==> src/hdl/mpa_pkg.sv <==
// ----------------------------------------------------------------------------
// mpa_pkg
// Shared types and constants for the modular product accumulator.
// ----------------------------------------------------------------------------
`default_nettype none

package mpa_pkg;

  localparam int unsigned VAL_W     = 30;               // operand / residue width
  localparam int unsigned MOD_W     = VAL_W + 1;        // effective modulus, up to 2^30
  localparam int unsigned PROD_W    = 2 * VAL_W;        // full product width
  localparam int unsigned DIG_W     = 4;                // product bits folded per cycle
  localparam int unsigned RED_STEPS = PROD_W / DIG_W;   // reduction steps
  localparam int unsigned CNT_W     = $clog2(RED_STEPS);
  localparam int unsigned EXP_IN_W  = 16;               // exponent field width

  localparam logic [VAL_W-1:0] MOD_RESET = VAL_W'(1000000000);
  localparam logic [MOD_W-1:0] MOD_WRAP  = MOD_W'(1) << VAL_W;
  localparam logic [VAL_W-1:0] VAL_ONE   = VAL_W'(1);

  typedef enum logic [1:0] {
    OP_POW,   // partial power times base
    OP_SQR,   // base squared
    OP_ACC    // running product times power
  } mpa_op_e;

  typedef enum logic [1:0] {
    S_IDLE,
    S_ISSUE,
    S_WAIT,
    S_EMIT
  } mpa_state_e;

  typedef struct packed {
    logic done;      // result valid this cycle
    logic wrapped;   // product was at least the modulus
  } mpa_mm_status_t;

endpackage

`default_nettype wire

==> src/hdl/modexp_product_accumulator.sv <==
// ----------------------------------------------------------------------------
// modexp_product_accumulator
// Square-and-multiply power of a base, accumulated into a running product
// modulo a configurable modulus, with a sticky wrap flag.
// ----------------------------------------------------------------------------
//  channel | signals                                             | direction
//  --------+-----------------------------------------------------+----------
//  in      | in_valid_i, in_stall_o, base_i, exponent_*_i, last_i | sink
//  out     | out_valid_o, out_stall_i, product_o, reached_modulus_o | source
//  cfg     | cfg_we_i, cfg_wdata_i (modulus)                     | sink
//
//  One item runs M square/multiply steps (at most 2*EXP_BITS - 1), then a
//  final multiply into the running product; each modular multiply goes
//  through the multiplier, then the 4-bit-per-cycle remainder in mpa_mulmod.
//  A last item also loads the output register from the S_EMIT state.
//  Reset: modulus 1e9, running product 1, flag clear; no clearing pass.
//  Input is stalled while an item is in work; a held result stalls the
//  next last item's hand-off, and input stays stalled until it is handed off.
// ----------------------------------------------------------------------------
`default_nettype none

module modexp_product_accumulator import mpa_pkg::*; #(
  parameter int unsigned EXP_BITS = 16
) (
  input  wire logic                clk_i,
  input  wire logic                rst_ni,
  input  wire logic                cfg_we_i,
  input  wire logic [VAL_W-1:0]    cfg_wdata_i,
  input  wire logic                in_valid_i,
  output logic                     in_stall_o,
  input  wire logic [VAL_W-1:0]    base_i,
  input  wire logic [EXP_IN_W-1:0] exponent_first_i,
  input  wire logic [EXP_IN_W-1:0] exponent_second_i,
  input  wire logic                last_i,
  output logic                     out_valid_o,
  input  wire logic                out_stall_i,
  output logic      [VAL_W-1:0]    product_o,
  output logic                     reached_modulus_o
);

  localparam logic [EXP_BITS-1:0] EXP_ONE = EXP_BITS'(1);

  mpa_state_e          state_q, state_d;
  mpa_op_e             op_q, op_sel;
  logic [VAL_W-1:0]    mod_q;
  logic [MOD_W-1:0]    mod_eff;
  logic [VAL_W-1:0]    base_q, pw_q, rp_q;
  logic [EXP_BITS-1:0] exp_q, exp_sat;
  logic [EXP_IN_W-1:0] exp_min;
  logic                last_q, wrap_q;
  logic                out_valid_q, out_flag_q;
  logic [VAL_W-1:0]    out_prod_q;
  logic                in_acc, mm_start, out_free;
  logic [VAL_W-1:0]    op_a, op_b, mm_result;
  mpa_mm_status_t      mm_status;

  assign exp_min = (exponent_first_i < exponent_second_i) ? exponent_first_i
                                                          : exponent_second_i;
  generate
    if (EXP_BITS >= EXP_IN_W) begin : g_exp_wide
      assign exp_sat = EXP_BITS'(exp_min);
    end else begin : g_exp_sat
      assign exp_sat = (|exp_min[EXP_IN_W-1:EXP_BITS]) ? '1 : exp_min[EXP_BITS-1:0];
    end
  endgenerate

  assign mod_eff  = (mod_q == '0) ? MOD_WRAP : {1'b0, mod_q};
  assign in_acc   = in_valid_i && !in_stall_o;
  assign out_free = !out_valid_q || !out_stall_i;

  // odd exponent multiplies, even squares, zero folds into the product
  always_comb begin
    if (exp_q == '0) begin
      op_sel = OP_ACC;
    end else if (exp_q[0]) begin
      op_sel = OP_POW;
    end else begin
      op_sel = OP_SQR;
    end
  end

  always_comb begin
    case (op_sel)
      OP_POW: begin
        op_a = pw_q;
        op_b = base_q;
      end
      OP_SQR: begin
        op_a = base_q;
        op_b = base_q;
      end
      default: begin
        op_a = rp_q;
        op_b = pw_q;
      end
    endcase
  end

  // next state
  always_comb begin
    state_d = state_q;
    case (state_q)
      S_IDLE:  if (in_valid_i) state_d = S_ISSUE;
      S_ISSUE: state_d = S_WAIT;
      S_WAIT: begin
        if (mm_status.done) begin
          if (op_q != OP_ACC) begin
            state_d = S_ISSUE;
          end else if (last_q) begin
            state_d = S_EMIT;
          end else begin
            state_d = S_IDLE;
          end
        end
      end
      S_EMIT:  if (out_free) state_d = S_IDLE;
      default: state_d = S_IDLE;
    endcase
  end

  // outputs of the sequencer
  always_comb begin
    in_stall_o = 1'b1;
    mm_start   = 1'b0;
    case (state_q)
      S_IDLE:  in_stall_o = 1'b0;
      S_ISSUE: mm_start   = 1'b1;
      default: ;
    endcase
  end

  always_ff @(posedge clk_i or negedge rst_ni) begin
    if (!rst_ni) begin
      state_q <= S_IDLE;
      mod_q   <= MOD_RESET;
      rp_q    <= VAL_ONE;
      wrap_q  <= 1'b0;
    end else begin
      state_q <= state_d;
      if (cfg_we_i) begin
        mod_q <= cfg_wdata_i;
      end
      if (state_q == S_WAIT && mm_status.done) begin
        wrap_q <= wrap_q | mm_status.wrapped;
        if (op_q == OP_ACC) begin
          rp_q <= mm_result;
        end
      end else if (state_q == S_EMIT && out_free) begin
        rp_q   <= VAL_ONE;
        wrap_q <= 1'b0;
      end
    end
  end

  always_ff @(posedge clk_i) begin
    if (in_acc) begin
      base_q <= base_i;
      exp_q  <= exp_sat;
      last_q <= last_i;
      pw_q   <= VAL_ONE;
    end else if (state_q == S_ISSUE) begin
      op_q <= op_sel;
    end else if (state_q == S_WAIT && mm_status.done) begin
      case (op_q)
        OP_POW: begin
          pw_q  <= mm_result;
          exp_q <= exp_q - EXP_ONE;
        end
        OP_SQR: begin
          base_q <= mm_result;
          exp_q  <= exp_q >> 1;
        end
        default: ;
      endcase
    end
  end

  // output register
  always_ff @(posedge clk_i or negedge rst_ni) begin
    if (!rst_ni) begin
      out_valid_q <= 1'b0;
    end else if (state_q == S_EMIT && out_free) begin
      out_valid_q <= 1'b1;
    end else if (!out_stall_i) begin
      out_valid_q <= 1'b0;
    end
  end

  always_ff @(posedge clk_i) begin
    if (state_q == S_EMIT && out_free) begin
      out_prod_q <= rp_q;
      out_flag_q <= wrap_q;
    end
  end

  mpa_mulmod u_mulmod (
    .clk_i    (clk_i),
    .rst_ni   (rst_ni),
    .start_i  (mm_start),
    .op_a_i   (op_a),
    .op_b_i   (op_b),
    .mod_i    (mod_eff),
    .status_o (mm_status),
    .result_o (mm_result)
  );

  assign out_valid_o       = out_valid_q;
  assign product_o         = out_prod_q;
  assign reached_modulus_o = out_flag_q;

endmodule

`default_nettype wire

==> src/hdl/mpa_mulmod.sv <==
// ----------------------------------------------------------------------------
// mpa_mulmod
// Shared multiply-reduce unit: one 30x30 multiply, then a restoring
// remainder over the 60-bit product, DIG_W bits per cycle.
// ----------------------------------------------------------------------------
`default_nettype none

module mpa_mulmod import mpa_pkg::*; (
  input  wire logic                 clk_i,
  input  wire logic                 rst_ni,
  input  wire logic                 start_i,
  input  wire logic [VAL_W-1:0]     op_a_i,
  input  wire logic [VAL_W-1:0]     op_b_i,
  input  wire logic [MOD_W-1:0]     mod_i,
  output mpa_mm_status_t            status_o,
  output logic      [VAL_W-1:0]     result_o
);

  logic              busy_q;
  logic [CNT_W-1:0]  cnt_q;
  logic [PROD_W-1:0] prod_q;
  logic [MOD_W-1:0]  mod_q;
  logic [MOD_W-1:0]  rem_q, rem_d;
  logic              sub_q, sub_d;
  logic              last_step;

  // Fold the next DIG_W product bits into the remainder.
  // rem stays below mod <= 2^30, so the shifted value fits MOD_W bits.
  always_comb begin
    logic [MOD_W-1:0] r;
    logic             s;
    r = rem_q;
    s = 1'b0;
    for (int k = 0; k < DIG_W; k++) begin
      r = {r[MOD_W-2:0], prod_q[PROD_W-1-k]};
      if (r >= mod_q) begin
        r = r - mod_q;
        s = 1'b1;
      end
    end
    rem_d = r;
    sub_d = sub_q | s;
  end

  assign last_step = busy_q && (cnt_q == CNT_W'(RED_STEPS - 1));

  always_ff @(posedge clk_i or negedge rst_ni) begin
    if (!rst_ni) begin
      busy_q <= 1'b0;
      cnt_q  <= '0;
    end else if (start_i) begin
      busy_q <= 1'b1;
      cnt_q  <= '0;
    end else if (last_step) begin
      busy_q <= 1'b0;
    end else if (busy_q) begin
      cnt_q  <= cnt_q + CNT_W'(1);
    end
  end

  always_ff @(posedge clk_i) begin
    if (start_i) begin
      prod_q <= PROD_W'(op_a_i) * PROD_W'(op_b_i);
      mod_q  <= mod_i;
      rem_q  <= '0;
      sub_q  <= 1'b0;
    end else if (busy_q) begin
      prod_q <= prod_q << DIG_W;
      rem_q  <= rem_d;
      sub_q  <= sub_d;
    end
  end

  // Any subtraction means a nonzero quotient, i.e. product >= modulus.
  assign status_o.done    = last_step;
  assign status_o.wrapped = sub_d;
  assign result_o         = rem_d[VAL_W-1:0];

endmodule

`default_nettype wire
==> config.mk <==
export PLATFORM = sky130hd
export DESIGN_NAME = modexp_product_accumulator
export DESIGN_NICKNAME = d
export VERILOG_FILES = /design/src/hdl/mpa_pkg.sv /design/src/hdl/modexp_product_accumulator.sv /design/src/hdl/mpa_mulmod.sv
export SDC_FILE = /design/constraint.sdc
export NUM_CORES = 2
export LEC_CHECK = 0
export BUFFER_PORTS_ARGS = -buffer_cell sky130_fd_sc_hd__buf_2
export CORE_MARGIN = 2
export CORE_UTILIZATION = 35
export DETAILED_ROUTE_END_ITERATION = 10
export HOLD_SLACK_MARGIN = 0.08
export SLEW_MARGIN = 10
export SYNTH_ARGS = -nofsm -noshare
export SYNTH_HDL_FRONTEND = slang
export SYNTH_SLANG_ARGS = --single-unit
==> constraint.sdc <==
create_clock -name clk_i -period 16.6 [get_ports clk_i]
set_input_delay 2.49 -clock clk_i [delete_from_list [all_inputs] [get_ports clk_i]]
set_output_delay 2.49 -clock clk_i [all_outputs]
set_load 0.05 [all_outputs]
==> metrics.md <==
| Metric | Value |
|---|---|
| Outcome | `complete, no violations` |
| First-pass DRT Iterations | `5` |
| Total number of vias | `42400` |
| Count leader, synth | `nand2_1` |
| Via-to-Cell Ratio | `5.51` |
| Setup Buffers After CTS | `0` |
| Clock sink total | `301` |
| Post-Syn Area per Cell | `8.75 sq um` |
| Final min period | `14.44 ns` |
| Number of I/O port buffers | `130` |
| Final worst-path cycle share | `87.0%` |
| Mapped Area | `51000 sq um` |
| Pin count of the biggest net entering global routing | `86` |
| Area after DPL | `53000 sq um` |
| WL per Instance | `23.4 microns` |
| Ys flop type | `edfxtp_1` |
| Synth top area cells | `fa_1, edfxtp_1, ha_1` |
| Post-Syn Instances | `5831` |
| Inserted Clock Buffers | `39` |
| Cell count after placement | `7627` |
| WL final | `180 mm` |
| Synth async-reset ratio | `22.9%` |
| Max Clock Skew | `0.0557 ns` |
| YS warnings | `0` |
| Final max-slew violation count | `0` |
| Die Height | `386 microns` |
| Top-area cell type share of the netlist area | `30.8%` |
| Compound-Gate Fraction of Synth Area | `13.3%` |
| Simple-Gate Fraction of Synth Area | `15.4%` |
| Core ar. | `145000 sq um` |
| Crit-path max cell delay | `1.05 ns` |
| Cts repair resizes | `0` |
| Cts hold-fix bufs | `0` |
| Antenna violations before repair | `15` |
| Xor/xnor share of the synthesized area | `2.61%` |
| CP Max Fanout | `47` |
| Hold Vio Cnt, Final | `0` |
| Drc violations | `0` |
| Die Span X | `386 microns` |
| Post-Synth Adder-Cell Area | `40.3%` |
| Worst hold-check path type | `flip-flop to flip-flop` |
| Gr usage total | `24.3%` |
| Register bit count reported by yosys | `301` |
| Slew @ Worst Pin | `1.37 ns` |
| DRT antenna net count | `0` |
| Max transition margin | `7.88%` |
| Top Ports | `131` |
| CP max-delay cell | `a221oi_1` |
| Critical Path RT | `16.89 ns` |
| WHS | `0.457 ns` |
| Leading area contributor after synthesis | `fa_1` |
| Post-DP HPWL | `140 mm` |
| Root Buffer | `clkbuf_16` |
| CTS tree | `built` |
| Crit start category | `flip-flop` |
| Final setup fails | `0` |
| Share of cells above drive strength 1 | `8.25%` |
| Die area | `149000 sq um` |
| MaxCap Viol Count | `0` |
| Placer Congestion | `0.975` |
| Non-filler cells, final | `7703` |
| Syn nets | `7103` |
| Count of different cell masters after synthesis | `89` |
| Fmax | `0.0693 GHz` |
| Initial Utilization | `35.1%` |
| Worst setup EP type | `flip-flop` |
| Post-synthesis mux area share | `2.43%` |
| DRT iter0 DRCs | `3692` |
| Clk buf depth | `3` |
| # rows | `140` |
| Sequential share of the synthesized area | `15.9%` |
| Vias in the first global route | `43300` |
| GRT overflow | `0` |
| Nets@finish | `7023` |
| Fill count | `14900` |
| Critical path arrival | `14.73 ns` |
| Most common library cells after synthesis | `nand2_1, inv_1, fa_1` |
| H-tree depth | `2` |
| Fin area | `54400 sq um` |
| Final TNS setup | `0 ns` |
| Clk_lat worst skew | `0.62 ns` |
| Setup CP Type | `flip-flop to flip-flop` |
| Area delta synth->final | `6.50%` |
| Number of synthesized flops with an enable pin | `171` |
| Clock-pin slew on the worst setup and hold paths | `0.06 ns` |
| RSZ-0062 raised after global routing | `false` |
| First-pass GRT wire length | `272 mm` |
| Main combinational cell family by area after synthesis | `adder cells` |
-- registers in the layout, summed over array words and instances, names as in the netlist, 4 cells and up --
| signal | count |
|---|---|
| base_q | 30 |
| exp_q | 16 |
| mod_q | 30 |
| product_o | 30 |
| pw_q | 30 |
| rp_q | 30 |
| u_mulmod.cnt_q | 4 |
| u_mulmod.mod_q | 31 |
| u_mulmod.prod_q | 60 |
| u_mulmod.rem_q | 30 |
-- worst max-delay path: cells and delay by family, from the launching register on --
| kind | cells | cell delay (ns) |
|---|---|---|
| multiplexers | 2 | 0.66 |
| buffers and inverters | 5 | 1.54 |
| AND/OR/NAND/NOR | 12 | 3.13 |
| adder cells (fa/ha/maj) | 4 | 1.48 |
| AO/OA/AOI/OAI | 18 | 6.90 |
| flip-flops | 1 | 0.32 |
-- worst paths after layout --
path | from | end | slack, ns | cells past startpoint
min reg2reg | wrap_q | reached_modulus_o | 0.46 | 0
max reg2reg | u_mulmod.mod_q[25] | base_q[23] | 2.16 | 41
min in group asynchronous | rst_ni | mod_q[0] | 1.81 | 1
max | u_mulmod.mod_q[25] | base_q[23] | 2.16 | 41
min | wrap_q | reached_modulus_o | 0.46 | 0
max in group asynchronous | rst_ni | u_mulmod.cnt_q[0] | 13.69 | 2
-- layout by cell type (no fill, tap or decap), drive strengths merged, types with 45 or more instances in the layout --
master / n
nor2: 368
xnor2: 96
mux2: 55
clkbuf: 50
fa: 784
o21ai: 275
dfrtp: 55
a31oi: 45
nand3: 89
o21a: 61
ha: 390
nand2: 1048
dfxtp: 61
edfxtp: 171
mux2i: 62
a21oi: 269
a211oi: 49
xor2: 56
buf: 210
nor3: 68
a21o: 97
and2: 50
inv: 900
-- logic make-up after synthesis --
group                      after synthesis
AOI/OAI and AO/OA                     1031
DFF                                    301
adders and majority gates             1174
and+or+nand+nor                       1829
muxes                                  117
buffers and inverters                 1227
xor gates and xnor gates               152
-- through the flow --
step / util (%) / setup slack [ns]
finish: 37.4 / 2.16
global route: 37.4 / 1.36
CTS: 37.4 / 2.26
detailed placement: 36.5 / 2.29
global placement: 36.5 / 2.44
floorplan: - / 5.70
-- area by class of cell --
type	instances	area, sq um	area share [%]
multi-input combinational	4303	37900	69.8
sequential	301	8100	14.9
inverter	896	3360	6.19
tap	1917	2400	4.41
timing repair buffer	210	1250	2.31
clock buffer	50	1080	1.99
clock inverter	22	230	0.424
antenna	4	10.0	0.0184
-- routing by layer --
layer | wire length, microns | share of wire [%] | up-vias | GRT usage [%]
li1 | - | - | 18700 | -
met1 | 76600 | 42 | 21700 | 33.2
met2 | 82600 | 46 | 1751 | 39.2
met3 | 14000 | 7.8 | 299 | 3.58
met4 | 7110 | 3.9 | 4 | 8.81
met5 | 25 | 0.014 | - | 0
Power is left out: the tool's default activity adds up to more than one toggle a clock period on the data nets, which glitch-free logic cannot reach.
